===== src/hdl/dbs_pkg.sv =====
// Package for the dashboard bar-graph scanner: word types, phase enum,
// limits and LED codes. No dependencies.
`timescale 1ns / 1ps
`default_nettype none

package dbs_pkg;

    localparam int RPM_OFF_LIMIT  = 1000;
    localparam int RPM_TOP_LIMIT  = 3400;
    localparam int RPM_BASE       = 800;
    localparam int RPM_STEP       = 200;
    localparam int RPM_STEP_COUNT = 13;
    localparam int SPEED_STEP     = 5;
    localparam int SPEED_MAX_BARS = 12;
    localparam int RPM_MAX_BARS   = 14;
    localparam int GAS_CODE_BASE  = 13;
    localparam int GAS_EMPTY_CODE = 12;
    localparam int GAS_HIGH_CODE  = 14;
    localparam int GAS_LOW_SLOTS  = 3;
    localparam int BATT_WARN_CODE = 15;

    localparam logic [7:0] PERIOD_RESET    = 8'd120;
    localparam logic [2:0] BATT_WARN_RESET = 3'd2;

    // configuration register indexes
    localparam logic CFG_REFRESH_PERIOD = 1'b0;
    localparam logic CFG_BATT_WARN      = 1'b1;

    // port select codes
    localparam logic PORT_B = 1'b0;
    localparam logic PORT_A = 1'b1;

    typedef enum logic [1:0] {
        PH_SPEED = 2'd0,
        PH_RPM   = 2'd1,
        PH_GAS   = 2'd2,
        PH_BATT  = 2'd3
    } t_phase;

    typedef struct packed {
        logic [15:0] rpm;
        logic [7:0]  speed;
        logic [2:0]  gas_level;
        logic [2:0]  battery_level;
        logic        auto_mode;
    } t_in_word;

    typedef struct packed {
        logic       display_on;
        logic       strobe_res;
        logic       port_select;
        logic [3:0] led_code;
    } t_out_word;

endpackage

`default_nettype wire


===== src/hdl/dbs_bar_calc.sv =====
// Bar counts for speed and rpm from raw readings, by parallel threshold compares.
// Depends on dbs_pkg.
`timescale 1ns / 1ps
`default_nettype none

module dbs_bar_calc (
    input  wire logic [15:0] i_rpm,
    input  wire logic [7:0]  i_speed,
    output logic [3:0]       o_speed_bars,
    output logic [3:0]       o_rpm_bars
);
    import dbs_pkg::*;

    logic [SPEED_MAX_BARS-1:0] speed_thr;
    logic [RPM_STEP_COUNT-1:0] rpm_thr;

    // thermometer codes: speed >= 5*k, rpm >= 800 + 200*k
    always_comb begin
        for (int i = 0; i < SPEED_MAX_BARS; i++) begin
            speed_thr[i] = ({1'b0, i_speed} >= 9'(SPEED_STEP * (i + 1)));
        end
        for (int i = 0; i < RPM_STEP_COUNT; i++) begin
            rpm_thr[i] = (i_rpm >= 16'(RPM_BASE + RPM_STEP * (i + 1)));
        end
    end

    always_comb begin
        o_speed_bars = 4'($countones(speed_thr));
        if (i_rpm < 16'(RPM_OFF_LIMIT)) begin
            o_rpm_bars = 4'd0;
        end else if (i_rpm > 16'(RPM_TOP_LIMIT)) begin
            o_rpm_bars = 4'(RPM_MAX_BARS);
        end else begin
            o_rpm_bars = 4'($countones(rpm_thr)) + 4'd1;
        end
    end

endmodule

`default_nettype wire


===== src/hdl/dashboard_bargraph_scanner.sv =====
// Dashboard bar-graph scanner top level: refresh counter, latched bars,
// four-phase LED scanner and output register. Depends on dbs_pkg, dbs_bar_calc.
// Result is registered: valid in the cycle after input accept.
// Throughput: one word per cycle while the output is taken; input ready follows the output register.
// Reset (synchronous, active low): phase speed, counters and bars zero,
// refresh period 120, battery warn level 2, no result pending.
`timescale 1ns / 1ps
`default_nettype none

module dashboard_bargraph_scanner (
    input  wire logic              i_clk,
    input  wire logic              i_rst_n,
    input  wire logic              i_in_valid,
    output logic                   o_in_ready,
    input  wire dbs_pkg::t_in_word i_in_data,
    output logic                   o_out_valid,
    input  wire logic              i_out_ready,
    output dbs_pkg::t_out_word     o_out_data,
    input  wire logic              i_cfg_we,
    input  wire logic              i_cfg_index,
    input  wire logic [7:0]        i_cfg_data
);
    import dbs_pkg::*;

    logic [7:0] r_refresh_period;
    logic [2:0] r_batt_warn;
    t_phase     r_phase,        n_phase;
    logic [7:0] r_refresh_count, n_refresh_count;
    logic [3:0] r_led_index,    n_led_index;
    logic [3:0] r_speed_bars,   n_speed_bars;
    logic [3:0] r_rpm_bars,     n_rpm_bars;
    logic [2:0] r_gas_bars,     n_gas_bars;
    logic [2:0] r_batt_bars,    n_batt_bars;
    logic       r_out_valid;
    t_out_word  r_out_data,     n_out_data;

    logic       accept;
    logic       active;
    logic       reload;
    logic [3:0] calc_speed_bars;
    logic [3:0] calc_rpm_bars;

    dbs_bar_calc u_bar_calc (
        .i_rpm        (i_in_data.rpm),
        .i_speed      (i_in_data.speed),
        .o_speed_bars (calc_speed_bars),
        .o_rpm_bars   (calc_rpm_bars)
    );

    assign o_in_ready  = !r_out_valid || i_out_ready;
    assign accept      = i_in_valid && o_in_ready;
    assign o_out_valid = r_out_valid;
    assign o_out_data  = r_out_data;

    always_comb begin
        active = !(i_in_data.auto_mode && (i_in_data.rpm < 16'(RPM_OFF_LIMIT)));
        reload = (r_refresh_count == r_refresh_period);

        n_refresh_count = reload ? 8'd0 : r_refresh_count + 8'd1;
        n_speed_bars    = r_speed_bars;
        n_rpm_bars      = r_rpm_bars;
        n_gas_bars      = r_gas_bars;
        n_batt_bars     = r_batt_bars;
        if (reload) begin
            n_speed_bars = calc_speed_bars;
            n_rpm_bars   = calc_rpm_bars;
            n_gas_bars   = i_in_data.gas_level;
            n_batt_bars  = i_in_data.battery_level;
        end

        n_phase     = r_phase;
        n_led_index = r_led_index;
        n_out_data  = '0;
        n_out_data.display_on = 1'b1;

        case (r_phase)
            PH_SPEED: begin
                if (r_led_index < n_speed_bars) begin
                    n_out_data.strobe_res  = 1'b1;
                    n_out_data.port_select = PORT_B;
                    n_out_data.led_code    = r_led_index;
                    n_led_index            = r_led_index + 4'd1;
                end else begin
                    n_led_index = 4'd1;
                    n_phase     = PH_RPM;
                end
            end
            PH_RPM: begin
                if (n_rpm_bars == 4'd0) begin
                    n_out_data.strobe_res  = 1'b1;
                    n_out_data.port_select = PORT_A;
                    n_led_index            = 4'd0;
                    n_phase                = PH_GAS;
                end else if (r_led_index < n_rpm_bars) begin
                    n_out_data.strobe_res  = 1'b1;
                    n_out_data.port_select = PORT_A;
                    n_out_data.led_code    = r_led_index;
                    n_led_index            = r_led_index + 4'd1;
                end else begin
                    n_led_index = 4'd0;
                    n_phase     = PH_GAS;
                end
            end
            PH_GAS: begin
                if (n_gas_bars == 3'd0) begin
                    n_out_data.strobe_res  = 1'b1;
                    n_out_data.port_select = PORT_B;
                    n_out_data.led_code    = 4'(GAS_EMPTY_CODE);
                    n_phase                = PH_BATT;
                end else if (r_led_index < {1'b0, n_gas_bars}) begin
                    n_out_data.strobe_res = 1'b1;
                    if (r_led_index < 4'(GAS_LOW_SLOTS)) begin
                        n_out_data.port_select = PORT_B;
                        n_out_data.led_code    = r_led_index + 4'(GAS_CODE_BASE);
                    end else begin
                        n_out_data.port_select = PORT_A;
                        n_out_data.led_code    = 4'(GAS_HIGH_CODE);
                    end
                    n_led_index = r_led_index + 4'd1;
                end else begin
                    n_led_index = 4'd0;
                    n_phase     = PH_BATT;
                end
            end
            PH_BATT: begin
                if (n_batt_bars <= r_batt_warn) begin
                    n_out_data.strobe_res  = 1'b1;
                    n_out_data.port_select = PORT_A;
                    n_out_data.led_code    = 4'(BATT_WARN_CODE);
                end
                n_phase = PH_SPEED;
            end
            default: begin
                n_phase = PH_SPEED;
            end
        endcase

        if (!active) begin
            n_out_data = '0;
        end
    end

    always_ff @(posedge i_clk) begin
        if (!i_rst_n) begin
            r_refresh_period <= PERIOD_RESET;
            r_batt_warn      <= BATT_WARN_RESET;
        end else if (i_cfg_we) begin
            case (i_cfg_index)
                CFG_REFRESH_PERIOD: r_refresh_period <= i_cfg_data;
                CFG_BATT_WARN:      r_batt_warn      <= i_cfg_data[2:0];
                default: ;
            endcase
        end
    end

    always_ff @(posedge i_clk) begin
        if (!i_rst_n) begin
            r_phase         <= PH_SPEED;
            r_refresh_count <= 8'd0;
            r_led_index     <= 4'd0;
            r_speed_bars    <= 4'd0;
            r_rpm_bars      <= 4'd0;
            r_gas_bars      <= 3'd0;
            r_batt_bars     <= 3'd0;
        end else if (accept && active) begin
            r_phase         <= n_phase;
            r_refresh_count <= n_refresh_count;
            r_led_index     <= n_led_index;
            r_speed_bars    <= n_speed_bars;
            r_rpm_bars      <= n_rpm_bars;
            r_gas_bars      <= n_gas_bars;
            r_batt_bars     <= n_batt_bars;
        end
    end

    always_ff @(posedge i_clk) begin
        if (!i_rst_n) begin
            r_out_valid <= 1'b0;
        end else if (accept) begin
            r_out_valid <= 1'b1;
        end else if (i_out_ready) begin
            r_out_valid <= 1'b0;
        end
    end

    always_ff @(posedge i_clk) begin
        if (accept) begin
            r_out_data <= n_out_data;
        end
    end

endmodule

`default_nettype wire

===== config.mk =====
export PLATFORM = sky130hd
export DESIGN_NAME = dashboard_bargraph_scanner
export DESIGN_NICKNAME = d
export VERILOG_FILES = /design/src/hdl/dbs_pkg.sv /design/src/hdl/dbs_bar_calc.sv /design/src/hdl/dashboard_bargraph_scanner.sv
export SDC_FILE = /design/constraint.sdc
export NUM_CORES = 1
export LEC_CHECK = 0
export BUFFER_PORTS_ARGS = -buffer_cell sky130_fd_sc_hd__buf_2
export CAP_MARGIN = 30
export CORE_MARGIN = 10
export CORE_UTILIZATION = 60
export CTS_BUF_LIST = sky130_fd_sc_hd__clkbuf_4 sky130_fd_sc_hd__clkbuf_8
export CTS_CLUSTER_SIZE = 10
export DETAILED_ROUTE_END_ITERATION = 10
export PLACE_DENSITY = 0.83
export RECOVER_POWER = 50
export SLEW_MARGIN = 25
export SYNTH_ARGS = -nofsm -noshare
export SYNTH_HDL_FRONTEND = slang
export SYNTH_SLANG_ARGS = --single-unit
export TNS_END_PERCENT = 100

===== constraint.sdc =====
create_clock -name i_clk -period 11.3 [get_ports i_clk]
set_input_delay 0.565 -clock i_clk [delete_from_list [all_inputs] [get_ports i_clk]]
set_output_delay 0.565 -clock i_clk [all_outputs]
set_load 0.01 [all_outputs]

# == Word level (Yosys, flattened, before mapping) ==
# Cells that the tools add are included.
# word_totals
ff_bits,47
output_inout_bits,9
wordCells,128
# op_classes
add_sub_neg,27
n_lt_le_gt_ge,32
n_eq_ne,8
muxes,31
n_bitwise,1
reduce_logical,15
# ops
op,n
greater-or-equal comparator 16 x 12 -> 1 bit (second input constant),7
greater-or-equal comparator 16 x 11 -> 1 bit (second input constant),5
greater-or-equal comparator 8 x 6 -> 1 bit (second input constant),6
adder 4 bit,10
2-to-1 mux 4 bit,10
2-to-1 mux 6 bit,5
adder 1 x 1 -> 2 bit,12
greater-or-equal comparator 8 x 5 -> 1 bit (second input constant),3
case mux 6 bit (4 select lines),1
greater-or-equal comparator 16 x 10 -> 1 bit (second input constant),1
greater-or-equal comparator 8 x 4 -> 1 bit (second input constant),2
greater-than comparator 16 x 12 -> 1 bit (second input constant),1
< comparator 16 x 10 -> 1 bit (second input constant),1
2-to-1 mux 2 bit,6
case mux 4 bit (3 select lines),1
adder 4 x 1 -> 4 bit (second input constant),2
adder 8 x 1 -> 8 bit (second input constant),1
equality test 8 bit,1
greater-or-equal comparator 8 x 3 -> 1 bit (second input constant),1
< comparator 4 bit,2
2-to-1 mux 8 bit,1
case mux 2 bit (4 select lines),1
2-to-1 mux 7 bit,1
2-to-1 mux 3 bit,2
23 further kinds,31

# == Longest topological paths before layout ==
# depth
word_depth,14
depth_mapped,25

# == By module ==
# Synthesis repeated with hierarchy kept, for this count alone.
# unflattened
hier_cells,474
area_unflattened_um2,3956.3
# modules_own_cells
mod,instances,cells_per_inst,area_per_inst_um2
dashboard_bargraph_scanner,1,318,2798.9
dbs_bar_calc,1,156,1157.4

# == Least setup slack after synthesis ==
# OpenSTA, ideal clock, no wires.
# synth_timing
kind,input to register
start,input port i_in_data[30] (netlist name)
end,register r_led_index[3]
t_arrival_ps,5689
required_time_ps,11204
setup_slack_ps,5515
cell_stages,21
n_path_buf,0
cell_sequence,or4_4 -> nor2_1 -> o21ai_0 -> ha_1 -> fa_1 -> fa_1 -> fa_1 -> ha_1 -> inv_1 -> fa_1 -> xor2_1 -> a211oi_2 -> o21ai_2 -> inv_1 -> ha_1 -> and3_1 -> o221ai_1 -> nand4_1 -> or2_4 -> a31o_1 -> o41ai_2
# synth_between
elab_chain_len,13
# synth_lines
item,line,rtl
from (decl),dashboard_bargraph_scanner.sv:15,"input wire dbs_pkg::t_in_word i_in_data,"
greater-or-equal comparator 16 x 10 -> 1 bit (tied with other cells),dbs_bar_calc.sv:23,rpm_thr[i] = (i_rpm >= 16'(RPM_BASE + RPM_STEP * (i + 1)));
adder 1 x 1 -> 2 bit (not written as such),dbs_bar_calc.sv:34,o_rpm_bars = 4'($countones(rpm_thr)) + 4'd1;
adder 4 bit (not written as such),dbs_bar_calc.sv:34,
adder 4 bit (not written as such) or adder 4 x 1 -> 4 bit (tied branches),dbs_bar_calc.sv:34,
adder 4 bit (not written as such),dbs_bar_calc.sv:34,
adder 4 x 1 -> 4 bit,dbs_bar_calc.sv:34,
2-to-1 mux 4 bit,dbs_bar_calc.sv:31,end else if (i_rpm > 16'(RPM_TOP_LIMIT)) begin
2-to-1 mux 4 bit,dbs_bar_calc.sv:29,if (i_rpm < 16'(RPM_OFF_LIMIT)) begin
2-to-1 mux 4 bit,dashboard_bargraph_scanner.sv:64,if (reload) begin
< comparator 4 bit,dashboard_bargraph_scanner.sv:94,end else if (r_led_index < n_rpm_bars) begin
2-to-1 mux 4 bit,dashboard_bargraph_scanner.sv:94,
2-to-1 mux 4 bit,dashboard_bargraph_scanner.sv:89,if (n_rpm_bars == 4'd0) begin
case mux 4 bit (3 select lines),dashboard_bargraph_scanner.sv:76,case (r_phase)
to (signal assigned),dashboard_bargraph_scanner.sv:168,r_led_index <= n_led_index;
to (decl),dashboard_bargraph_scanner.sv:29,"logic [3:0] r_led_index, n_led_index;"
# Parallel ways exist; a longest one is shown, timed or not.
# A chain may end at the register's enable or synchronous reset.

# == Worst setup path after layout ==
# layout_timing
start,input port i_in_data[30] (netlist name)
end,register r_led_index[2]
# The elaborated chain is that of the path after synthesis.

==> metrics.txt <==
main flop type after synthesis dfxtp_1; post-route cell area around 0.0043 mm²; Max-slew headroom between 3 and 4%; Crit-path slowest cell nor4_1; Req. time, crit path between 10 and 15 ns; DRC violation count after routing 0; syn_nets around 580; nature of the critical path endpoint flip-flop; first-pass detailed-route iteration total 4; DRT antenna net count 0; metal2 WL between 4 and 5 mm; CTS Root Cell clkbuf_8; Die Wd about 100 µm; post-DP HPWL ~7.4 mm; metal3 WL 474 µm; RSZ-0062 raised after global routing false; drt wl/cell 15.46 µm; Nets between 600 and 700; Pwr Total 0.4386 mW; share of cells above drive strength 1 about 14%; largest cells by area after synthesis dfxtp_1 (20%), ha_1 (12%), fa_1 (7.6%); CP max FO 11; maximum clock frequency between 150 and 200 MHz; Seq/Total Area, Yosys roughly 25%; Netlist cell types 69; Hold Crit Class reg -> reg; vias in the first global route between 3,000 and 4,000; total CTS buffers 5; endpoints failing setup 0; # fillers 563; CTS max path bufs 2; hold-fix buffers at CTS 0; Max IR drop VDD ~0.095 mV; setup bufs post-CTS 0; CP arrival between 6 and 7 ns; CP top delay family adder cells; initial cell density of the core ~62%; wl on met1 slightly below 4 mm; vias per cell 5.941; GRT Total Usage 18.12%; clk sinks 47; top cell type's share of synthesized area about a fifth; initial antenna violation count 0; Setup Skew around 0.0079 ns; # rows 29; status finished, final reports clean; CP Buf/Inv Count 5; r2r setup slk between 7 and 8 ns; period utilization between 50% and 60%; Worst-Margin Slew roughly 1.4 ns; min Tclk post-route ~6.6 ns; Final Wtd Congestion around 0.9; vias about 3,600; syn_area_per_cell ~8.3 µm²; post-synthesis cell count ~480; gr ovfl total 0; pwr/cell area 101.6 mW/mm²; DIE AREA 0.01026 mm²; WL final roughly 9.2 mm; top sig layer met4; area added between synthesis and finish 8.798%; Cell Chain, Critical Path buf_2 -> nor4_1 -> o21ai_0 -> ha_1 -> inv_1 -> fa_1 -> inv_1 -> fa_1 -> fa_1 -> ha_1 -> inv_1 -> fa_1 -> xor2_1 -> a211oi_2 -> o21ai_2 -> inv_1 -> ha_1 -> and3_1 -> o221ai_1 -> nand4_1 -> or2_4 -> a31o_1 -> o41ai_2; first-pass GRT wire length approximately 16 mm; Die Height 101.3 µm; IO Pins 54; Post-synth EDFFs 7; yosys warns 0; LEAKAGE between 1.5 and 2 nW; #FFs+latches synth 47; largest net degree at the start of global routing 25; clk_lat worst skew 0.30 ns; htree depth 2; Max-Cap Viols 0; # resized after CTS 0; final-report hold violation count 0; max incr delay on CP between 1 and 1.5 ns; Mapped Area ~0.0040 mm²; n_diodes 0; fraction of registers with async set/reset 0%; TNS Setup 0 ns; core area approximately 0.0064 mm²; CP Launch Type input pin; crit path kind in -> reg; CTS tree done; Slew Limit Fails 0; top cell type by total area after synthesis dfxtp_1; post-placement cell area around 0.0043 mm²; DRT iter0 DRCs ~190; CTS clock-pin slew for the worst setup and hold paths 0.09 ns; IO Port Bufs 53
-- metal layers --
metal,track usage (%),up-vias
met5,0,-
met4,5.359,0
met3,3.268,13
met2,31.84,97
met1,21.93,1654
li1,-,1789
-- cell usage after synthesis, drive strengths merged, types with 6 or more instances --
library cell,number
a211oi,8
a21oi,27
buf,10
clkbuf,8
dfxtp,40
edfxtp,7
fa,15
ha,37
inv,48
mux2i,6
nand2,61
nand3,24
nand4,13
nor2,32
nor3,10
o21ai,35
xnor2,12
xor2,6
-- report_power, final --
group	switching [mW]	total, mW	internal, mW
registers	0.00789	0.186	0.178
logic	0.0899	0.155	0.0649
clock network	0.0552	0.0976	0.0423
-- per-stage QoR --
step / instances / setup slack, ns / util [%] / hold slack [ns]
floorplan: 478 / 5.515 / - / 0.4284
global placement: 591 / 5.113 / 66.61 / 0.4381
detailed placement: 591 / 4.845 / 66.61 / 0.4456
CTS: 598 / 5.175 / 67.91 / 0.4573
global route: 598 / 4.235 / 67.59 / 0.4795
finish: 598 / 4.714 / 67.59 / 0.4596
-- cells in the final DEF (no fill, tap or decap), types with 3 or more instances in the layout --
| cell | Yosys | layout |
|---|---|---|
| ha_1 | 37 | 37 |
| nor2b_1 | 3 | 3 |
| and2_1 | 5 | 3 |
| and3_1 | 3 | 3 |
| a21oi_1 | 27 | 27 |
| clkbuf_8 | 0 | 5 |
| nor4_1 | 2 | 3 |
| nand2b_1 | 4 | 4 |
| xor2_1 | 6 | 6 |
| inv_1 | 48 | 48 |
| o21ai_0 | 29 | 29 |
| a2111oi_0 | 3 | 3 |
| mux2i_1 | 6 | 6 |
| nand2_1 | 61 | 61 |
| a22o_1 | 4 | 4 |
| and4_1 | 3 | 3 |
| nand4_1 | 13 | 13 |
| clkbuf_1 | 8 | 11 |
| nor3_1 | 9 | 9 |
| dfxtp_1 | 40 | 40 |
| a21o_1 | 4 | 4 |
| o31ai_1 | 3 | 3 |
| fa_1 | 15 | 15 |
| nor2_1 | 32 | 32 |
| edfxtp_1 | 7 | 7 |
| a211oi_1 | 6 | 6 |
| xnor2_1 | 12 | 12 |
| nand3_1 | 22 | 22 |
| o21ai_2 | 3 | 3 |
| buf_2 | 6 | 42 |
-- cell families (layout without fill, tap and decap cells) --
| group | count (synthesis) | after routing | share of synthesized area (%) |
|---|---|---|---|
| xor gates and xnor gates | 18 | 18 | 3.973 |
| muxes | 8 | 8 | 2.081 |
| DFF | 47 | 47 | 25.48 |
| and+or+nand+nor | 170 | 170 | 21.13 |
| AOI/OAI and AO/OA | 117 | 117 | 21.48 |
| adders and majority gates | 52 | 52 | 19.24 |
| buffers and inverters | 66 | 109 | 6.622 |
-- tightest hold or removal path, cell delays in order, from the launching register on --
cell and delay, ns:
dfxtp_1 0.32, nand2_1 0.05, a21oi_1 0.05
-- area by class of cell --
type / instances / area (µm²) / area share [%]
clock buffers: 5 / 68.82 / 1.594
clock inverters: 2 / 13.76 / 0.3188
inverters: 48 / 180.2 / 4.174
multi-input cells: 365 / 2688 / 62.26
flip-flops and latches: 47 / 1011 / 23.42
well taps: 77 / 96.34 / 2.232
repair buffers: 54 / 259.0 / 6.000
-- final timing paths --
check,start,endpoint,cells past startpoint
max,i_in_data[30],r_led_index[2]$_SDFFE_PN0P_,23
min,r_speed_bars[0]$_SDFFE_PN0P_,r_speed_bars[0]$_SDFFE_PN0P_,2
min reg2reg,r_speed_bars[0]$_SDFFE_PN0P_,r_speed_bars[0]$_SDFFE_PN0P_,2
max reg2reg,r_refresh_count[5]$_SDFFE_PN0P_,o_out_data[0]$_SDFFCE_PP0P_,11
-- state kept, by name (all words and copies together) (netlist names) --
| register | flops |
|---|---|
| r_refresh_period | 8 |
| r_led_index | 4 |
| r_phase | 2 |
| r_refresh_count | 8 |
| r_batt_bars | 3 |
| o_out_data | 7 |
| r_speed_bars | 4 |
| r_gas_bars | 3 |
| o_out_valid | 1 |
| r_rpm_bars | 4 |
| r_batt_warn | 3 |
No activity file was read; power rests on OpenSTA's default activity.
